$ cat config.mk
export PLATFORM = sky130hd
export DESIGN_NAME = ordered_list_append_delete_core
export DESIGN_NICKNAME = d
export VERILOG_FILES = /design/src/rtl/core/olad_pkg.sv /design/src/rtl/core/ordered_list_append_delete_core.sv /design/src/rtl/core/olad_cell.sv
export VERILOG_INCLUDE_DIRS = /design/src /design/src/rtl/core
export SDC_FILE = /design/constraint.sdc
export NUM_CORES = 2
export LEC_CHECK = 0
export BUFFER_PORTS_ARGS = -buffer_cell sky130_fd_sc_hd__buf_4
export CAP_MARGIN = 30
export CORE_MARGIN = 2
export CORE_UTILIZATION = 25
export DETAILED_ROUTE_END_ITERATION = 6
export GPL_TIMING_DRIVEN = 0
export SLEW_MARGIN = 20
export SYNTH_ARGS = -nofsm -noshare
export SYNTH_HDL_FRONTEND = slang
export SYNTH_SLANG_ARGS = --single-unit
$ cat constraint.sdc
create_clock -name clk -period 10.1 [get_ports clk]
set_input_delay 1.01 -clock clk [delete_from_list [all_inputs] [get_ports clk]]
set_output_delay 1.01 -clock clk [all_outputs]
set_load 0.03 [all_outputs]
$ cat src/rtl/core/ordered_list_append_delete_core_macros.svh
// Assertion macros shared by the ordered list core.
`ifndef ORDERED_LIST_APPEND_DELETE_CORE_MACROS_SVH
`define ORDERED_LIST_APPEND_DELETE_CORE_MACROS_SVH

// Check that the consequent holds in the same cycle as the antecedent.
`define OLAD_ASSERT_SAME(label, clk, rst_n, ante, cons) \
    label: assert property (@(posedge clk) disable iff (!rst_n) (ante) |-> (cons)) \
        else $error("ordered list core: same-cycle check failed");

// Check that the consequent holds in the cycle after the antecedent.
`define OLAD_ASSERT_NEXT(label, clk, rst_n, ante, cons) \
    label: assert property (@(posedge clk) disable iff (!rst_n) (ante) |=> (cons)) \
        else $error("ordered list core: next-cycle check failed");

// Check that the consequent holds after the antecedent.
`define OLAD_ASSERT_LATER(label, clk, rst_n, ante, cons) \
    label: assert property (@(posedge clk) disable iff (!rst_n) (ante) |-> ##2 (cons)) \
        else $error("ordered list core: two-cycle check failed");

`endif

$ cat src/rtl/core/olad_pkg.sv
// Shared constants and types of the ordered list core.
package olad_pkg;

    localparam int LIST_DEPTH = 16;
    localparam int CNT_W      = $clog2(LIST_DEPTH + 1);
    localparam int IDX_W      = $clog2(LIST_DEPTH);
    localparam int DATA_W     = 32;

    // Operation codes
    localparam logic [1:0] OP_APPEND = 2'd0;
    localparam logic [1:0] OP_DELETE = 2'd1;
    localparam logic [1:0] OP_DUMP   = 2'd2;
    localparam logic [1:0] OP_NONE   = 2'd3;

    // Status codes
    localparam logic [1:0] ST_OK        = 2'd0;
    localparam logic [1:0] ST_EMPTY     = 2'd1;
    localparam logic [1:0] ST_NOT_FOUND = 2'd2;
    localparam logic [1:0] ST_FULL      = 2'd3;

    // Commands broadcast to every cell
    typedef struct packed {
        logic append_en;
        logic delete_en;
        logic rotate_en;
    } cell_ctrl_t;

    // Where a cell sits relative to the current fill level
    typedef struct packed {
        logic occupied;
        logic is_tail;
        logic is_end;
    } cell_pos_t;

endpackage

$ cat src/rtl/core/ordered_list_append_delete_core.sv
// Top level of the ordered list core: command port, sequencer and chain of cells.
//
// Bounded ordered list of signed 32-bit entries kept in a row of cells, one entry per cell.
// An operation is taken when start is high and busy is low. Append and delete are accepted,
// then every cell compares and shifts at once, and each gives one result. In a dump the
// cells rotate the list toward the head one place per cycle and the head cell is sent out,
// so after n steps, for n entries, the list is back in its original order. Results are
// registered, each shown in the cycle after the work that makes it, on the result ports
// for exactly one cycle with done high; the receiver cannot stall, so every result must
// be taken when shown. A new operation can be accepted in the cycle in which the final
// result of the previous one is shown. Opcode 3 is accepted and dropped.
`include "ordered_list_append_delete_core_macros.svh"

module ordered_list_append_delete_core
(
    input  logic                                clk,
    input  logic                                rst_n,
    input  logic                                start,
    output logic                                busy,
    input  logic        [1:0]                   opcode,
    input  logic signed [olad_pkg::DATA_W-1:0]  value,
    output logic                                done,
    output logic        [1:0]                   status,
    output logic signed [olad_pkg::DATA_W-1:0]  entry_value,
    output logic                                last
);

    typedef enum logic [1:0] {
        S_IDLE = 2'b01,
        S_RUN  = 2'b10
    } state_t;

    state_t                             state_reg, state_next;
    logic [olad_pkg::CNT_W-1:0]         count_reg, count_next;
    logic [olad_pkg::IDX_W-1:0]         idx_reg, idx_next;
    logic [1:0]                         op_reg, op_next;
    logic signed [olad_pkg::DATA_W-1:0] key_reg, key_next;
    logic                               done_reg, done_next;
    logic [1:0]                         status_reg, status_next;
    logic signed [olad_pkg::DATA_W-1:0] entry_reg, entry_next;
    logic                               last_reg, last_next;

    olad_pkg::cell_ctrl_t               ctrl;
    olad_pkg::cell_pos_t                pos [olad_pkg::LIST_DEPTH];
    logic signed [olad_pkg::DATA_W-1:0] cell_data [olad_pkg::LIST_DEPTH];
    logic signed [olad_pkg::DATA_W-1:0] right_data [olad_pkg::LIST_DEPTH];
    logic [olad_pkg::LIST_DEPTH:0]      found_chain;
    logic                               accept;

    assign accept         = start && (state_reg == S_IDLE);
    assign found_chain[0] = 1'b0;

    // Build the chain of cells
    genvar g;
    generate
        for (g = 0; g < olad_pkg::LIST_DEPTH; g++)
        begin : g_cell
            assign pos[g].occupied = (count_reg > olad_pkg::CNT_W'(g));
            assign pos[g].is_tail  = (count_reg == olad_pkg::CNT_W'(g));
            assign pos[g].is_end   = (count_reg == olad_pkg::CNT_W'(g + 1));

            if (g == olad_pkg::LIST_DEPTH - 1)
            begin : g_edge
                assign right_data[g] = '0;
            end
            else
            begin : g_inner
                assign right_data[g] = cell_data[g + 1];
            end

            olad_cell u_cell
            (
                .clk        (clk),
                .ctrl       (ctrl),
                .pos        (pos[g]),
                .key        (key_reg),
                .right_data (right_data[g]),
                .head_data  (cell_data[0]),
                .found_in   (found_chain[g]),
                .found_out  (found_chain[g + 1]),
                .data       (cell_data[g])
            );
        end
    endgenerate

    // Sequence the operation and form the result
    always_comb
    begin
        state_next  = state_reg;
        count_next  = count_reg;
        idx_next    = idx_reg;
        op_next     = op_reg;
        key_next    = key_reg;
        done_next   = 1'b0;
        status_next = olad_pkg::ST_OK;
        entry_next  = '0;
        last_next   = 1'b0;
        ctrl        = '0;

        case (state_reg)
            S_IDLE:
            begin
                if (accept)
                begin
                    op_next  = opcode;
                    key_next = value;
                    idx_next = '0;
                    if (opcode != olad_pkg::OP_NONE)
                    begin
                        state_next = S_RUN;
                    end
                end
            end
            S_RUN:
            begin
                done_next  = 1'b1;
                last_next  = 1'b1;
                state_next = S_IDLE;
                case (op_reg)
                    olad_pkg::OP_APPEND:
                    begin
                        if (count_reg == olad_pkg::CNT_W'(olad_pkg::LIST_DEPTH))
                        begin
                            status_next = olad_pkg::ST_FULL;
                        end
                        else
                        begin
                            ctrl.append_en = 1'b1;
                            count_next     = count_reg + olad_pkg::CNT_W'(1);
                        end
                    end
                    olad_pkg::OP_DELETE:
                    begin
                        if (count_reg == '0)
                        begin
                            status_next = olad_pkg::ST_EMPTY;
                        end
                        else if (found_chain[olad_pkg::LIST_DEPTH])
                        begin
                            ctrl.delete_en = 1'b1;
                            count_next     = count_reg - olad_pkg::CNT_W'(1);
                        end
                        else
                        begin
                            status_next = olad_pkg::ST_NOT_FOUND;
                        end
                    end
                    olad_pkg::OP_DUMP:
                    begin
                        if (count_reg == '0)
                        begin
                            status_next = olad_pkg::ST_EMPTY;
                        end
                        else
                        begin
                            ctrl.rotate_en = 1'b1;
                            entry_next     = cell_data[0];
                            idx_next       = idx_reg + olad_pkg::IDX_W'(1);
                            last_next      = (olad_pkg::CNT_W'(idx_reg)
                                              == count_reg - olad_pkg::CNT_W'(1));
                            if (!last_next)
                            begin
                                state_next = S_RUN;
                            end
                        end
                    end
                    default:
                    begin
                        done_next = 1'b0;
                        last_next = 1'b0;
                    end
                endcase
            end
            default:
            begin
                state_next = S_IDLE;
            end
        endcase
    end

    // Advance control state
    always_ff @(posedge clk or negedge rst_n)
    begin
        if (!rst_n)
        begin
            state_reg <= S_IDLE;
            count_reg <= '0;
            done_reg  <= 1'b0;
        end
        else
        begin
            state_reg <= state_next;
            count_reg <= count_next;
            done_reg  <= done_next;
        end
    end

    // Hold payload of the transaction and the result
    always_ff @(posedge clk)
    begin
        idx_reg    <= idx_next;
        op_reg     <= op_next;
        key_reg    <= key_next;
        status_reg <= status_next;
        entry_reg  <= entry_next;
        last_reg   <= last_next;
    end

    assign busy        = (state_reg != S_IDLE);
    assign done        = done_reg;
    assign status      = status_reg;
    assign entry_value = entry_reg;
    assign last        = last_reg;

    // Checks
    `OLAD_ASSERT_SAME(a_count_bound, clk, rst_n, 1'b1,
        count_reg <= olad_pkg::CNT_W'(olad_pkg::LIST_DEPTH))
    `OLAD_ASSERT_SAME(a_done_after_run, clk, rst_n, done, $past(busy))
    `OLAD_ASSERT_NEXT(a_dump_continues, clk, rst_n, done && !last,
        done && (status == olad_pkg::ST_OK))
    `OLAD_ASSERT_LATER(a_append_grows, clk, rst_n,
        accept && (opcode == olad_pkg::OP_APPEND)
            && (count_reg != olad_pkg::CNT_W'(olad_pkg::LIST_DEPTH)),
        count_reg == $past(count_reg, 2) + olad_pkg::CNT_W'(1))

endmodule

$ cat src/rtl/core/olad_cell.sv
// One list slot: holds an entry, matches the key, shifts or rotates from its neighbor.
module olad_cell
(
    input  logic                                clk,
    input  olad_pkg::cell_ctrl_t                ctrl,
    input  olad_pkg::cell_pos_t                 pos,
    input  logic signed [olad_pkg::DATA_W-1:0]  key,
    input  logic signed [olad_pkg::DATA_W-1:0]  right_data,
    input  logic signed [olad_pkg::DATA_W-1:0]  head_data,
    input  logic                                found_in,
    output logic                                found_out,
    output logic signed [olad_pkg::DATA_W-1:0]  data
);

    logic signed [olad_pkg::DATA_W-1:0] data_reg;
    logic signed [olad_pkg::DATA_W-1:0] data_next;
    logic                               match;

    // Flag a match here or anywhere toward the head
    always_comb
    begin
        match     = pos.occupied && (data_reg == key);
        found_out = found_in | match;
    end

    // Pick the next entry: load at tail, close gap, or rotate toward head
    always_comb
    begin
        data_next = data_reg;
        if (ctrl.append_en && pos.is_tail)
        begin
            data_next = key;
        end
        else if (ctrl.delete_en && found_out)
        begin
            data_next = right_data;
        end
        else if (ctrl.rotate_en && pos.occupied)
        begin
            data_next = pos.is_end ? head_data : right_data;
        end
    end

    // Hold the entry
    always_ff @(posedge clk)
    begin
        data_reg <= data_next;
    end

    assign data = data_reg;

endmodule

; Word-level counts from Yosys, hierarchy flattened
; Cells that the tools add are included.
[totals]
register_bits = 593
[classes]
add_sub_neg = 3
magnitude_cmp = 16
eq_ne = 47
n_mux = 95
bitwise_logic = 17
reduce_logical = 93
[op_table]
columns = cell, n
row1 = $mux 32, 64
row2 = $eq 32x32->1, 16
row3 = $logic_and 1x1->1, 65
row4 = $reduce_bool 3->1, 16
row5 = $eq 5x4->1 const B, 8
row6 = $gt 5x4->1 const B, 8
row7 = $eq 5x3->1 const B, 4
row8 = $gt 5x3->1 const B, 4
row9 = $mux 2, 8
row10 = $mux 5, 3
row11 = $or 1x1->1, 15
row12 = $mux 4, 3
row13 = $ne 2x2->1 const B, 6
row14 = $mux 1, 11
row15 = $eq 5x2->1 const B, 2
row16 = $gt 5x1->1 const B, 2
row17 = $gt 5x2->1 const B, 2
row18 = $pmux 5 s2, 1
row19 = $pmux 4 s2, 1
row20 = $ne 2x1->1 const B, 3
row21 = $pmux 2 s3, 1
row22 = $reduce_and 2->1, 3
row23 = $reduce_or 3->1, 2
row24 = $add 5x1->5 const B, 1
row25 = other kinds (18), 22

; Longest topological paths before layout
[depth]
ltp_word = 25
depth_mapped = 15

; Cells and area by module
; Synthesis repeated with hierarchy kept, for this count alone.
[hier_totals]
cells_unflattened = 4116
hier_area_um2 = 39474.1
[by_module_without_submodules]
columns = module, n_inst, cells_per_inst, area_per_inst_um2, seq_area_each_um2
row1 = olad_cell, 16, 242, 2268.4, 960.9
row2 = ordered_list_append_delete_core, 1, 244, 3179.3, 2043.2

; Worst setup path before layout
; OpenSTA, ideal clock, no wires.
[synth_timing]
path_type = register to register
start = register count_reg[2] in the netlist's numbering
end = register g_cell[13].u_cell.data_reg, in the netlist g_cell[13].u_cell.data[0], enable pin
setup_time_ns = 0.533
arrival_ns = 5.323
required_ns = 9.567
slack_ns = 4.244
path_stages_with_launch = 9
n_path_buf = 5
synth_period_minus_slack_ns = 5.856
cell_sequence = dfrtp_1 -> buf_2 -> clkbuf_1 -> clkbuf_1 -> nand2_1 -> nor2_1 -> clkbuf_1 -> clkbuf_1 -> o311ai_0
[synth_between]
elab_chain_len = 23
elab_cells_between_ends = 62
[synth_lines]
columns = element, line_no
row1 = start: declaration, ordered_list_append_delete_core.sv:34  ; logic [olad_pkg::CNT_W-1:0] count_reg, count_next;
row2 = start signal: assignment, ordered_list_append_delete_core.sv:193  ; count_reg <= count_next;
row3 = $gt 5x1->1, ordered_list_append_delete_core.sv:58  ; assign pos[g].occupied = (count_reg > olad_pkg::CNT_W'(g));
row4 = $logic_and 1x1->1, olad_cell.sv:22  ; match = pos.occupied && (data_reg == key);
row5 = $or 1x1->1 (15 in series), olad_cell.sv:23  ; found_out = found_in | match;
row6 = $mux 1, ordered_list_append_delete_core.sv:138  ; else if (found_chain[olad_pkg::LIST_DEPTH])
row7 = $mux 1, ordered_list_append_delete_core.sv:134  ; if (count_reg == '0)
row8 = $mux 1, ordered_list_append_delete_core.sv:119  ; case (op_reg)
row9 = $mux 3, ordered_list_append_delete_core.sv:100  ; case (state_reg)
row10 = $logic_and 1x1->1, olad_cell.sv:34  ; else if (ctrl.delete_en && found_out)
row11 = $reduce_bool 3->1 (no source line) (*), n/a
row12 = end signal: assignment, olad_cell.sv:47  ; data_reg <= data_next;
row13 = end: declaration, olad_cell.sv:15  ; logic signed [olad_pkg::DATA_W-1:0] data_reg;
; Mark *: on every way between the ends. The rest lies on a longest branch, timed or not.
; A chain may end at the register's enable or synchronous reset.

; Worst setup path after layout
[layout_timing]
start = register key_reg[27] in the netlist's numbering
end = register g_cell[14].u_cell.data_reg, in the netlist g_cell[14].u_cell.data[7], enable pin
[layout_between]
elab_chain_len = 23
elab_cells_between_ends = 53
[layout_lines]
columns = element, line_no
row1 = start: declaration, ordered_list_append_delete_core.sv:37  ; logic signed [olad_pkg::DATA_W-1:0] key_reg, key_next;
row2 = start signal: assignment, ordered_list_append_delete_core.sv:203  ; key_reg <= key_next;
row3 = $eq 32x32->1, olad_cell.sv:22
row4 = $logic_and 1x1->1, olad_cell.sv:22
row5 = $or 1x1->1 (15 in series), olad_cell.sv:23
row6 = $mux 1, ordered_list_append_delete_core.sv:138
row7 = $mux 1, ordered_list_append_delete_core.sv:134
row8 = $mux 1, ordered_list_append_delete_core.sv:119
row9 = $mux 3, ordered_list_append_delete_core.sv:100
row10 = $logic_and 1x1->1 (*), olad_cell.sv:34
row11 = $reduce_bool 3->1 (no source line) (*), n/a
row12 = end signal: assignment, olad_cell.sv:47
row13 = end: declaration, olad_cell.sv:15
; Marked as above.

==> flow_metrics.py <==
metrics = {
    "clock_tree": {
        "htree_num_levels": 3,
        "worst_skew_pair.late_latency_ns": 0.68,
        "clock_tree.buffer_depth": 3,
        "postCtsSetupRepairBufs": 0,
        "cts.sinks": 593,
        "clk_pin_slew_worst_paths_ns": 0.06,
        "hold_buffers": 0,
        "clockRootBuffer": "clkbuf_16",
        "cts_tree": "done",
        "numCtsBuffers": 77,
        "cts_resized": 0,
    },
    "final_layout": {
        "synthToLayoutAreaGrowth_pct": 16.2,
        "final_area_um2": 43500,
        "drive_above_1_share": 0.137,
        "layout.nets": 3964,
        "largest_register_ffs": 512,
        "nFillCells": 15500,
        "diodes": 0,
        "final_util": 0.293,
    },
    "global_routing": {
        "grt_pass1_wl_um": 226000,
        "grt_max_degree": 33,
        "track_usage": 0.206,
        "antenna_found_initial": 3,
        "grt_overflow": 0,
        "grt_pass1_vias": 29800,
    },
    "yosys": {
        "synth_edf_count": 550,
        "ys_ff_latch": 593,
        "synthArstFlopShare": 0.0135,
        "synth_flop_cell": "edfxtp_1",
        "mappedNetlistArea_um2": 37400,
        "synth_area_per_cell_um2": 10.1,
        "ys_seq_area_frac": 0.466,
        "ys_types": 68,
        "synth_cells": 3716,
        "yosysWarningCount": 0,
        "syn-num-nets": 3762,
    },
    "die": {
        "floorplan.initialDensity": 0.252,
        "io_pins": 74,
        "rows": 141,
        "die_h_um": 391,
        "core_area_um2": 148000,
        "dieArea_um2": 153000,
        "die_width_um": 391,
    },
    "timing": {
        "worst_slew_pin_slew_ns": 1.02,
        "period_share": 0.611,
        "fin_crit_ns": 6.17,
        "timing.hold.ws_ns": 0.174,
        "setup_viol": 0,
        "rsz0062_at_grt": "false",
        "hold_violations": 0,
        "tns_ns": 0,
        "max_slew_margin": 0.320,
        "fmax_mhz": 162,
        "finalMaxSlewViolations": 0,
        "fin_worst_skew_ns": 0.0411,
    },
    "power_and_ir_drop": {
        "vdd_drop_max_v": 0.000117,
        "leakage_nw": 14.4,
        "p_per_area_nw_per_um2": 193,
        "total_power_mw": 8.39,
    },
    "run": {
        "max_cap_viol_count": 0,
    },
    "min_path": {
        "hold_class": "in -> async",
    },
    "placement": {
        "hpwlAfterDp_um": 130000,
        "placed_area_um2": 40900,
        "io_buffers": 73,
        "globalplace.congestion": 1.01,
    },
    "setup_path": {
        "cpMaxStageDelayCell": "xnor2_1",
        "cp.required_ns": 10.46,
        "start_kind": "flop",
        "crit_family": "simple AND/OR/NAND/NOR gates",
        "end_kind": "flop",
        "cpPeakStageDelay_ns": 0.81,
        "cp_max_fo": 10,
        "crit_type": "reg -> reg",
        "crit_buf_inv": 9,
        "cp_cell_sequence": "buf_2, buf_4, buf_2, xnor2_1, nand4_1, nor4_1, and4_1, nor4_1, buf_2, nand3_1, and3b_1, nand2b_1, clkbuf_1, buf_2, o211ai_1, buf_4, buf_4, buf_4",
        "arrival_ns": 6.53,
    },
    "drt": {
        "drt-initial-drc-count": 5577,
        "wl_per_cell_um": 27.8,
        "drtAntennaViolNets": 0,
        "drc_errors": 0,
        "vias_per_cell": 5.51,
        "detail_route.wirelength_um": 164000,
        "first_pass_iters": 6,
        "vias": 32600,
    },
    "outcome": {
        "outcome": "finished clean",
    },
}
power by group:
group	switching (mW)	internal (mW)	total, mW
combinational	1.80	0.804	2.60
sequential	0.0745	2.88	2.95
clock	1.19	1.64	2.83
total	3.06	5.32	8.39
cells in the mapped netlist, types with 5 or more instances:
| master | number | share of area |
|---|---|---|
| o21ai_1 | 7 | 0.00094 |
| o22ai_1 | 32 | 0.0054 |
| o211ai_1 | 8 | 0.0016 |
| o21ai_0 | 235 | 0.031 |
| ha_1 | 9 | 0.0030 |
| buf_4 | 18 | 0.0036 |
| mux2i_1 | 258 | 0.069 |
| edfxtp_1 | 550 | 0.44 |
| buf_2 | 94 | 0.013 |
| and2_1 | 37 | 0.0062 |
| o221a_2 | 77 | 0.023 |
| a22o_1 | 33 | 0.0077 |
| a31oi_1 | 5 | 0.00084 |
| a21oi_1 | 204 | 0.027 |
| buf_6 | 27 | 0.0081 |
| dfxtp_1 | 35 | 0.019 |
| nand3_1 | 26 | 0.0035 |
| nor4_1 | 85 | 0.014 |
| xor2_1 | 290 | 0.068 |
| xnor2_1 | 233 | 0.055 |
| a211oi_1 | 131 | 0.026 |
| dfrtp_1 | 7 | 0.0047 |
| nand4_1 | 63 | 0.011 |
| inv_1 | 43 | 0.0043 |
| buf_1 | 19 | 0.0019 |
| nand2b_1 | 39 | 0.0065 |
| nand2_1 | 270 | 0.027 |
| clkbuf_1 | 268 | 0.027 |
| nor2_1 | 356 | 0.036 |
| o221a_1 | 20 | 0.0060 |
| nor3_1 | 120 | 0.016 |
| a211oi_2 | 30 | 0.010 |
| mux2_2 | 32 | 0.0096 |
through the flow:
step	instances	worst slack [ns]
finish	5908	3.93
global placement	5719	0.397
detailed placement	5768	4.42
floorplan	3716	4.24
CTS	5907	4.38
global route	5908	4.02
logic make-up after synthesis:
logic type,Yosys count,synth area share
AND/OR/NAND/NOR,1030,0.127
AO/OA/AOI/OAI,802,0.146
flip-flops,593,0.466
XOR/XNOR,523,0.122
buffers and inverters,469,0.0574
multiplexers,290,0.0786
adder cells (fa/ha/maj),9,0.00301
metal layers:
layer  vias up  track usage  wire length (um)
met2      2270        0.313             71200
met5         -            0                33
met4         4       0.0501              4330
met1     16200        0.284             67100
met3       283       0.0607             21300
li1      13900            -                 -
layout by cell type, fill, tap and decap left out, types with 20 or more instances in the layout:
| cell type | count |
|---|---|
| inv_1 | 43 |
| nand4_1 | 63 |
| a22o_1 | 33 |
| o21ai_0 | 234 |
| clkbuf_16 | 82 |
| xnor2_1 | 233 |
| xor2_1 | 290 |
| o221a_2 | 77 |
| o22ai_1 | 32 |
| and2_1 | 36 |
| nand2_1 | 267 |
| dfxtp_1 | 35 |
| buf_2 | 99 |
| nor3_1 | 116 |
| o221a_1 | 20 |
| buf_4 | 126 |
| nor2_1 | 356 |
| mux2_2 | 32 |
| nor4_1 | 85 |
| a211oi_2 | 30 |
| a211oi_1 | 131 |
| buf_6 | 29 |
| nand2b_1 | 39 |
| edfxtp_1 | 550 |
| mux2i_1 | 258 |
| nand3_1 | 24 |
| a21oi_1 | 204 |
| clkbuf_1 | 285 |
final timing paths:
kind / startpoint / cells past startpoint / slack, ns / end
max in group asynchronous: rst_n / 1 / 9.69 / state_reg[0]$_DFFE_PN1P_
max: key_reg[27]$_DFFE_PP_ / 18 / 3.93 / g_cell[14].u_cell.data[7]$_DFFE_PP_
min in group clk: value[27] / 1 / 0.53 / key_reg[27]$_DFFE_PP_
min: rst_n / 1 / 0.17 / count_reg[0]$_DFFE_PN0P_
min reg2reg: state_reg[0]$_DFFE_PN1P_ / 2 / 0.54 / state_reg[0]$_DFFE_PN1P_
max reg2reg: key_reg[27]$_DFFE_PP_ / 18 / 3.93 / g_cell[14].u_cell.data[7]$_DFFE_PP_
area by class of cell:
| class | instances | area (um^2) | area share |
|---|---|---|---|
| well taps | 1930 | 2410 | 0.0556 |
| clock inverters | 32 | 293 | 0.00674 |
| flip-flops and latches | 593 | 17400 | 0.401 |
| plain buffers | 426 | 1990 | 0.0457 |
| clock buffers | 107 | 2230 | 0.0512 |
| inverters | 43 | 161 | 0.00371 |
| multi-input cells | 2654 | 17900 | 0.412 |
| repair buffers | 123 | 1040 | 0.0239 |
(Power assumes the default switching activity.)
